$ cat config.mk
export PLATFORM = sky130hd
export DESIGN_NAME = ntag_dot
export DESIGN_NICKNAME = d
export VERILOG_FILES = /design/src/sv/ntag_pkg.sv /design/src/sv/ntag_dot.sv
export SDC_FILE = /design/constraint.sdc
export NUM_CORES = 2
export LEC_CHECK = 0
export ABC_AREA = 1
export BUFFER_PORTS_ARGS = -buffer_cell sky130_fd_sc_hd__buf_2
export CAP_MARGIN = 20
export CORE_MARGIN = 5
export CORE_UTILIZATION = 60
export DETAILED_ROUTE_END_ITERATION = 7
export GPL_TIMING_DRIVEN = 0
export PLACE_DENSITY = 0.81
export SETUP_SLACK_MARGIN = 0.02
export SLEW_MARGIN = 15
export SYNTH_ARGS = -nofsm -noshare
export SYNTH_HDL_FRONTEND = slang
export SYNTH_SLANG_ARGS = --single-unit
$ cat constraint.sdc
create_clock -name vclk -period 8.6
set_input_delay 0.86 -clock vclk [all_inputs]
set_output_delay 0.86 -clock vclk [all_outputs]
set_load 0.02 [all_outputs]
$ cat src/sv/ntag_pkg.sv
package ntag_pkg;

	localparam int MAX_DIMS     = 4;
	localparam int DIM_BITS     = 16;
	localparam int SEL_BITS     = $clog2(MAX_DIMS);
	localparam int PERM_BITS    = SEL_BITS * MAX_DIMS;
	localparam int OFFSET_BITS  = 32;
	localparam int VALUE_BITS   = 64;
	localparam int CFG_IDX_BITS = 3;
	localparam int CFG_BITS     = 64;
	localparam int ESZ_BITS     = 2;

	typedef logic [DIM_BITS-1:0]              dim_t;
	typedef dim_t [MAX_DIMS-1:0]              dim_vec_t;
	typedef logic [PERM_BITS-1:0]             perm_t;
	typedef logic [OFFSET_BITS-1:0]           offset_t;
	typedef logic [VALUE_BITS-1:0]            value_t;
	typedef logic [ESZ_BITS-1:0]              esz_t;

	typedef enum logic [CFG_IDX_BITS-1:0] {
		REG_DIM_SIZES   = 3'd0,
		REG_PERMUTATION = 3'd1,
		REG_SRC_STRIDES = 3'd2,
		REG_DST_STRIDES = 3'd3,
		REG_ELEM_SIZE   = 3'd4
	} cfg_reg_t;

	localparam esz_t ESZ_1B = 2'd0;
	localparam esz_t ESZ_2B = 2'd1;
	localparam esz_t ESZ_4B = 2'd2;
	localparam esz_t ESZ_8B = 2'd3;

	// Counter status handed from the index counter to the datapath
	typedef struct packed {
		logic     last;
		dim_vec_t idx;
	} cnt_status_t;

	function automatic dim_vec_t ones_sizes();
		dim_vec_t r;
		for (int d = 0; d < MAX_DIMS; d++) begin
			r[d] = DIM_BITS'(1);
		end
		return r;
	endfunction

	function automatic perm_t identity_perm();
		perm_t r;
		for (int i = 0; i < MAX_DIMS; i++) begin
			r[i*SEL_BITS +: SEL_BITS] = SEL_BITS'(i);
		end
		return r;
	endfunction

	// Output dim i takes input index perm[i]; out-of-range selectors take dim 0
	function automatic dim_vec_t permute(input dim_vec_t idx, input perm_t perm);
		dim_vec_t            r;
		logic [SEL_BITS-1:0] sel;
		for (int i = 0; i < MAX_DIMS; i++) begin
			sel = perm[i*SEL_BITS +: SEL_BITS];
			if (int'(sel) < MAX_DIMS) begin
				r[i] = idx[sel];
			end else begin
				r[i] = idx[0];
			end
		end
		return r;
	endfunction

	function automatic value_t mask_value(input value_t v, input esz_t code);
		value_t r;
		case (code)
			ESZ_1B:  r = {56'd0, v[7:0]};
			ESZ_2B:  r = {48'd0, v[15:0]};
			ESZ_4B:  r = {32'd0, v[31:0]};
			default: r = v;
		endcase
		return r;
	endfunction

endpackage

$ cat src/sv/ntag_dot.sv
module ntag_dot
	import ntag_pkg::*;
(
	input  dim_vec_t idx,
	input  dim_vec_t strides,
	output offset_t  offset
);

	always_comb begin
		offset = '0;
		for (int d = 0; d < MAX_DIMS; d++) begin
			offset = offset + (OFFSET_BITS'(idx[d]) * OFFSET_BITS'(strides[d]));
		end
	end

endmodule

==> results.ini <==
[min_path]
hold_class = primary input to primary output

[sta]
relSlewSlack_pct = 65.92
slew_viol_final = 0
worst_pin_slew_ns = 0.5090
whs_ns = 2.376
rsz0062_at_grt = yes
hold_viol = 0
clock.fmax_mhz = 109.4
layout_setup_ws_ns = -0.5422
setup_viol = 24
min_period_ns = 9.142
finalCritPeriodShare_pct = 106.3

[place]
detailedPlace.worstSlack_ns = -1.429
placedCellCount = 5401
port_buffers = 32
dp_hpwl_mm = 94.78
routabilityCongestion = 1.039

[global_route]
grt_max_degree = 17
grt_usage_pct = 33.38
grt_pass1_wl_mm = 171.5
grt_antenna_before_repair = 6
grt.overflow.total = 0
grt_pass1_vias = 31500

[setup_path]
critPathKind = primary input to primary output
arrival_ns = 8.28
slowest_stage = fa_2
critPathMaxStageDelay_ns = 0.57
cp_max_fo = 8
end_kind = primary output
startpoint_type = primary input
required_ns = 7.74

[logic_synthesis]
synth_cell_types = 30
syn_nets = 6018
yosysTopAreaCell = fa_1
synthTopCellsByArea = fa_1 (53%), inv_1 (17%), ha_1 (12%), nand2_1 (12%), clkbuf_1 (2.7%)
synth_top_cells_by_count = inv_1 (1668), nand2_1 (1153), fa_1 (954)
avgSynthCellArea_um2 = 7.893
synth_cells = 4587
ys_warn_count = 0
seq_area_frac_synth_pct = 0
yosysMostFrequentCell = inv_1
yosysTopAreaCellShare_pct = 52.75
synthesis.area_mm2 = 0.03620

[die]
die_area_mm2 = 0.06535
die_h_um = 255.6
coreArea_mm2 = 0.06002
die_x_um = 255.6
fp-row-count = 90
ioPinCount = 160
initial_utilization_pct = 60.32

[cells_and_area]
final_cells = 5553
clock_buffers = 0
nNetsFinal = 6202
fillers = 4359
regArea_um2 = 0
drive_gt1_share_pct = 15.62
post-route-util_pct = 70.75
seq_cell_count = 0
synthToLayoutAreaGrowth_pct = 17.29

[routing]
ant_nets = 0
drtPass1Iterations = 8
vias_per_cell = 5.294
initialDrtViolationCount = 2543
drc = 0
routedWlPerCell_um = 20.08
drt-total-wl_mm = 111.5
vias = 29400

[clocking]
postCtsHoldBufs = 0

[job]
drv_cap = 0

[status]
violations = negative setup slack
status = complete, but fails checks

==> through the flow <==
step,cell area (um^2),setup TNS (ns)
floorplan,36360,0
global placement,37500,-25.10
detailed placement,37500,-26.07
CTS,41340,-6.139
global route,42460,-12.63
finish,42470,-8.572
==> metal layers <==
| layer | track usage (%) | part of all wire, % |
|---|---|---|
| met5 | 0 | 0.043 |
| met3 | 6.018 | 9.4 |
| met2 | 55.85 | 47 |
| met4 | 16.15 | 7.2 |
| met1 | 42.41 | 36 |
==> path summary, 6_finish.rpt <==
kind                        from          to  slack (ns)  depth (start not counted)
worst max-delay path     idx[57]  offset[30]       -0.54                         32
worst min-delay path  strides[0]   offset[0]        2.38                          5
==> kinds of logic (layout without fill, tap and decap cells) <==
family                     count (synthesis)  after routing  share of synthesized area (%)
adders and majority gates               1303           1303                          64.81
and+or+nand+nor                         1276           1276                          13.74
buffers and inverters                   1925           2107                          19.96
xor gates and xnor gates                  20             20                         0.4838
other                                      0              2                              0
AOI/OAI and AO/OA                         63             63                          1.006
==> cell usage in the layout, fill, tap and decap left out, types with 3 or more instances in the layout <==
master and count:
nor2_2 9, a21oi_1 13, nand3_4 4, buf_2 14, buf_6 45, nand2_2 51
clkbuf_16 48, buf_12 12, a21oi_4 9, nand2_1 1099, ha_1 324, nand3_1 24
clkbuf_4 44, o21ai_0 6, nand3_2 12, xnor2_1 3, buf_4 147, nor3_1 3
o21a_1 6, o21bai_1 3, a21oi_2 11, inv_1 1586, buf_8 57, clkbuf_2 23
nor2_4 16, fa_1 908, nor3_4 3, fa_2 46, o21ai_1 3, nand4_1 7
xor2_2 6, clkbuf_8 46, ha_4 23, inv_2 83, xnor2_2 3, o21bai_2 3
nand2_4 17, nor2_1 22, xor2_1 8
==> critical path, delay by kind of cell <==
kind                       cells  cell delay, ns
buffers and inverters         11            0.79
adders and majority gates     11            5.57
and+or+nand+nor               10            1.03
==> area by class of cell <==
class	instances	area (um^2)	share of cell area (%)
timing repair buffer	183	1598	3.763
antenna	2	5.005	0.01179
tap	782	978.4	2.304
multi-input combinational	2662	30150	71.01
buffer	255	3466	8.161
inverter	1669	6265	14.75
==> what timing repair did <==
item / CTS / global route
endpoints found under the setup margin: 25 / 25
setup buffers: 87 / 64
cloned: 0 / 1
pin swaps: 115 / 151
resized for setup: 848 / 305
Power is not shown: default switching activity piles up to over one toggle a cycle in this logic, so the estimate is an artifact.
