$ cat config.mk
export PLATFORM = sky130hd
export DESIGN_NAME = ntag_counter
export DESIGN_NICKNAME = d
export VERILOG_FILES = /design/src/sv/ntag_pkg.sv /design/src/sv/ntag_counter.sv
export SDC_FILE = /design/constraint.sdc
export NUM_CORES = 1
export LEC_CHECK = 0
export ABC_AREA = 1
export BUFFER_PORTS_ARGS = -buffer_cell sky130_fd_sc_hd__buf_2
export CORE_UTILIZATION = 25
export DETAILED_ROUTE_END_ITERATION = 10
export HOLD_SLACK_MARGIN = 0.12
export SETUP_SLACK_MARGIN = 0.3
export SLEW_MARGIN = 0
export SYNTH_ARGS = -nofsm -noshare
export SYNTH_HDL_FRONTEND = slang
export SYNTH_SLANG_ARGS = --single-unit
$ cat constraint.sdc
create_clock -name clk -period 3.9 [get_ports clk]
set_input_delay 0.975 -clock clk [delete_from_list [all_inputs] [get_ports clk]]
set_output_delay 0.975 -clock clk [all_outputs]
set_load 0.02 [all_outputs]
$ cat src/sv/ntag_pkg.sv
package ntag_pkg;

	localparam int MAX_DIMS     = 4;
	localparam int DIM_BITS     = 16;
	localparam int SEL_BITS     = $clog2(MAX_DIMS);
	localparam int PERM_BITS    = SEL_BITS * MAX_DIMS;
	localparam int OFFSET_BITS  = 32;
	localparam int VALUE_BITS   = 64;
	localparam int CFG_IDX_BITS = 3;
	localparam int CFG_BITS     = 64;
	localparam int ESZ_BITS     = 2;

	typedef logic [DIM_BITS-1:0]              dim_t;
	typedef dim_t [MAX_DIMS-1:0]              dim_vec_t;
	typedef logic [PERM_BITS-1:0]             perm_t;
	typedef logic [OFFSET_BITS-1:0]           offset_t;
	typedef logic [VALUE_BITS-1:0]            value_t;
	typedef logic [ESZ_BITS-1:0]              esz_t;

	typedef enum logic [CFG_IDX_BITS-1:0] {
		REG_DIM_SIZES   = 3'd0,
		REG_PERMUTATION = 3'd1,
		REG_SRC_STRIDES = 3'd2,
		REG_DST_STRIDES = 3'd3,
		REG_ELEM_SIZE   = 3'd4
	} cfg_reg_t;

	localparam esz_t ESZ_1B = 2'd0;
	localparam esz_t ESZ_2B = 2'd1;
	localparam esz_t ESZ_4B = 2'd2;
	localparam esz_t ESZ_8B = 2'd3;

	// Counter status handed from the index counter to the datapath
	typedef struct packed {
		logic     last;
		dim_vec_t idx;
	} cnt_status_t;

	function automatic dim_vec_t ones_sizes();
		dim_vec_t r;
		for (int d = 0; d < MAX_DIMS; d++) begin
			r[d] = DIM_BITS'(1);
		end
		return r;
	endfunction

	function automatic perm_t identity_perm();
		perm_t r;
		for (int i = 0; i < MAX_DIMS; i++) begin
			r[i*SEL_BITS +: SEL_BITS] = SEL_BITS'(i);
		end
		return r;
	endfunction

	// Output dim i takes input index perm[i]; out-of-range selectors take dim 0
	function automatic dim_vec_t permute(input dim_vec_t idx, input perm_t perm);
		dim_vec_t            r;
		logic [SEL_BITS-1:0] sel;
		for (int i = 0; i < MAX_DIMS; i++) begin
			sel = perm[i*SEL_BITS +: SEL_BITS];
			if (int'(sel) < MAX_DIMS) begin
				r[i] = idx[sel];
			end else begin
				r[i] = idx[0];
			end
		end
		return r;
	endfunction

	function automatic value_t mask_value(input value_t v, input esz_t code);
		value_t r;
		case (code)
			ESZ_1B:  r = {56'd0, v[7:0]};
			ESZ_2B:  r = {48'd0, v[15:0]};
			ESZ_4B:  r = {32'd0, v[31:0]};
			default: r = v;
		endcase
		return r;
	endfunction

endpackage

$ cat src/sv/ntag_counter.sv
module ntag_counter
	import ntag_pkg::*;
(
	input  logic        clk,
	input  logic        arst_n,
	input  logic        advance,
	input  dim_vec_t    sizes,
	output cnt_status_t status
);

	dim_vec_t idx_q;
	dim_vec_t idx_next;
	logic [MAX_DIMS-1:0] at_end;

	always_comb begin
		dim_t sz_m1;
		logic carry;
		carry    = 1'b1;
		idx_next = idx_q;
		for (int d = 0; d < MAX_DIMS; d++) begin
			// zero size counts as one
			sz_m1     = (sizes[d] == '0) ? '0 : sizes[d] - DIM_BITS'(1);
			at_end[d] = (idx_q[d] >= sz_m1);
		end
		// fastest dimension is the highest one: ripple carry downward
		for (int d = MAX_DIMS - 1; d >= 0; d--) begin
			if (carry) begin
				if (at_end[d]) begin
					idx_next[d] = '0;
				end else begin
					idx_next[d] = idx_q[d] + DIM_BITS'(1);
					carry       = 1'b0;
				end
			end
		end
	end

	always_ff @(posedge clk or negedge arst_n) begin
		if (!arst_n) begin
			idx_q <= '0;
		end else if (advance) begin
			idx_q <= idx_next;
		end
	end

	assign status.idx  = idx_q;
	assign status.last = &at_end;

endmodule

==> metrics.md <==
| Metric | Value |
|---|---|
| Status | `complete, but fails checks` |
| Violated checks | `setup timing` |
| RD Place Congestion | `0.897` |
| FMAX | `237 MHz` |
| Reg2reg path depth | `9` |
| Die span in x | `170 um` |
| MaxCap Viol Count | `0` |
| Slew headroom | `42.0%` |
| Syn Nets | `1,216` |
| Worst-skew pair later-pin latency | `0.33 ns` |
| Asr flop ratio synth | `100%` |
| Final Max Tran Viols | `0` |
| H-Tree Depth | `3` |
| Gr usage total | `13.7%` |
| Worst clock skew | `0.00564 ns` |
| Power, Total | `2.74 mW` |
| WHS Path Cells | `1` |
| Vias in the first global route | `7,017` |
| Pwr/cell area | `275 mW/mm^2` |
| Area Overhead vs Synth | `42.1%` |
| Clock Tree Buf Depth | `2` |
| CTS tree | `yes` |
| Starting Density | `25.8%` |
| Count leader, synth | `nand2_1` |
| Worst Tran Pin Value | `0.870 ns` |
| FF-to-FF Start | `status[25]` |
| Top cells by area, synth | `dfrtp_1 23%, nand2_1 15%, ha_1 14%` |
| RSZ-0062 raised after global routing | `yes` |
| Reg-to-reg critical path endpoint | `status[6]` |
| I/O pin cnt | `132` |
| Worst Hold Class | `flip-flop to flip-flop` |
| Drt drc | `0` |
| Max VDD drop | `0.000203 V` |
| FILL cells | `2,860` |
| Post-synthesis cell type count | `44` |
| Mapped Cells | `1,073` |
| DP HPWL | `15.7 mm` |
| Largest fanout on the critical path | `3` |
| Crit start category | `input pin` |
| Largest register FFs | `64` |
| Main flop type after synthesis | `dfrtp_1` |
| Top post-synthesis cells by count | `284 x nand2_1, 150 x nor2_1, 120 x inv_1, 100 x nand3_1, 76 x ha_1` |
| Critical path class | `input pin to primary output` |
| Via count | `7,611` |
| DIE AREA | `0.0288 sq mm` |
| Drt initial violations | `346` |
| Port Buf Inserts | `131` |
| Clk slew on worst S/H paths | `0.06 ns` |
| CTS root buf | `clkbuf_16` |
| Crit share post-route | `108%` |
| Num CTS Buffers | `9` |
| Drt wl/cell | `11.7 um` |
| Site row count | `60` |
| Syn avg cell area | `6.54 sq um` |
| Yosys warns | `0` |
| Worst Hold Launch | `status[60]` |
| CP endpoint kind | `primary output` |
| Grt ovf | `0` |
| Syn Std Cell Area | `0.00702 sq mm` |
| Final nets | `1,488` |
| First-pass GRT wire length | `32.5 mm` |
| Period minus WS final | `4.21 ns` |
| Share of layout cells above drive strength 1 | `30.5%` |
| Worst path arrival time | `3.24 ns` |
| Core box area | `0.0273 sq mm` |
| Final worst slack | `-0.311 ns` |
| Hold_buf cts | `0` |
| Initial antenna violation count | `0` |
| Total Wirelength | `20.1 mm` |
| Chip Height | `170 um` |
| Reg2reg setup slack | `1.57 ns` |
| Final Setup Violations | `1` |
| Sequential area share after synthesis | `22.8%` |
| Pre-antenna DRT Iters | `5` |
| Post-route ant nets | `0` |
| Required @ worst endpoint | `2.92 ns` |
| Hold Slack | `0.539 ns` |
| Pleak | `5.21 nW` |
| Post-synth EDFFs | `0` |
| # clock sinks | `64` |
| Worst Hold Endpoint | `status[60]` |
| Avg Vias per Cell | `4.42` |
| Post-synthesis register bit count | `64` |
| Top-area cell type share of the netlist area | `22.8%` |
| Diode count | `0` |
| Hold violation count in the final report | `0` |
| Largest net degree at the start of global routing | `65` |
| Cell taking the most area after synthesis | `dfrtp_1` |
==> worst max-delay path: stages <==
cell     delay [ns]
buf_2          0.12
nor2_4         0.12
nand2_2        0.07
nor3_4         0.21
nand3_2        0.13
nor3_4         0.17
xor2_1         0.16
nand2_1        0.12
ha_4           0.28
nand2_1        0.06
nor2_2         0.10
and2_4         0.15
o21ai_2        0.06
nor2_4         0.12
nor2_4         0.07
nor3_4         0.16
buf_6          0.15
==> power by group <==
group	internal [mW]	switching [mW]	leakage, nW
Sequential	0.748	0.148	0.834
Clock	0.527	0.301	0.148
Combinational	0.416	0.605	4.22
Total	1.69	1.05	5.21
==> timing repair <==
action                                  4_1_cts  5_1_grt
gates resized for setup                      15       93
gates cloned                                  0        2
buffers inserted                              4       13
pin swaps                                    12       53
endpoints found under the setup margin       17       46
==> per-stage QoR <==
| stage | instance area, sq um | std cells | util [%] | setup TNS [ns] | worst slack (ns) |
|---|---|---|---|---|---|
| after floorplan | 7080 | 1073 | - | -0.222 | -0.222 |
| after global placement | 9050 | 1687 | 33.2 | -0.460 | -0.460 |
| after detailed placement | 9050 | 1687 | 33.2 | -1.60 | -0.518 |
| after CTS | 9440 | 1707 | 34.6 | -0.392 | -0.392 |
| after global routing | 9970 | 1722 | 36.6 | -0.488 | -0.488 |
| final | 9970 | 1722 | 36.6 | -0.311 | -0.311 |
==> routing by layer <==
layer | part of all wire (%) | GRT usage, % | routed length, um | up-vias
li1 | - | - | - | 4048
met1 | 49 | 18.4 | 9820 | 3415
met2 | 47 | 23.0 | 9370 | 132
met3 | 3.6 | 1.91 | 728 | 16
met4 | 0.99 | 3.21 | 199 | 0
met5 | 0 | 0 | 0 | -
==> layout by cell type (no fill, tap or decap), drive strengths merged, types with 13 or more instances in the layout <==
master,n
a21oi,33
buf,277
dfrtp,64
ha,76
inv,123
nand2,290
nand3,106
nand4,24
nor2,156
nor3,42
o21ai,42
or2,13
xor2,45
==> worst max-delay path by stage <==
stage	slack, ns	depth (start not counted)	to	startpoint
4_1_cts	-0.39	17	status[64]	sizes[36]
6_report	-0.31	17	status[64]	sizes[37]
3_3_place_gp	-0.46	19	status[64]	sizes[49]
3_5_place_dp	-0.52	15	status[64]	sizes[19]
5_1_grt	-0.49	19	status[64]	sizes[50]
2_1_floorplan	-0.22	15	status[64]	sizes[19]
==> cell type report <==
| class | instances | area (sq um) | area share, % |
|---|---|---|---|
| clock inverter | 5 | 55.1 | 0.552 |
| sequential | 64 | 1600 | 16.1 |
| inverter | 123 | 467 | 4.68 |
| clock buffer | 11 | 253 | 2.53 |
| multi-input combinational | 870 | 5300 | 53.1 |
| timing repair buffer | 277 | 1830 | 18.4 |
| tap | 372 | 465 | 4.67 |
==> cell families after synthesis <==
kind of cell	share of synthesized area, %
xor+xnor	6.86
simple gates	41.0
compound gates	7.40
flops	22.8
fa+ha+maj	13.5
buf+inv	8.39
No activity file was read; power rests on OpenSTA's default activity.
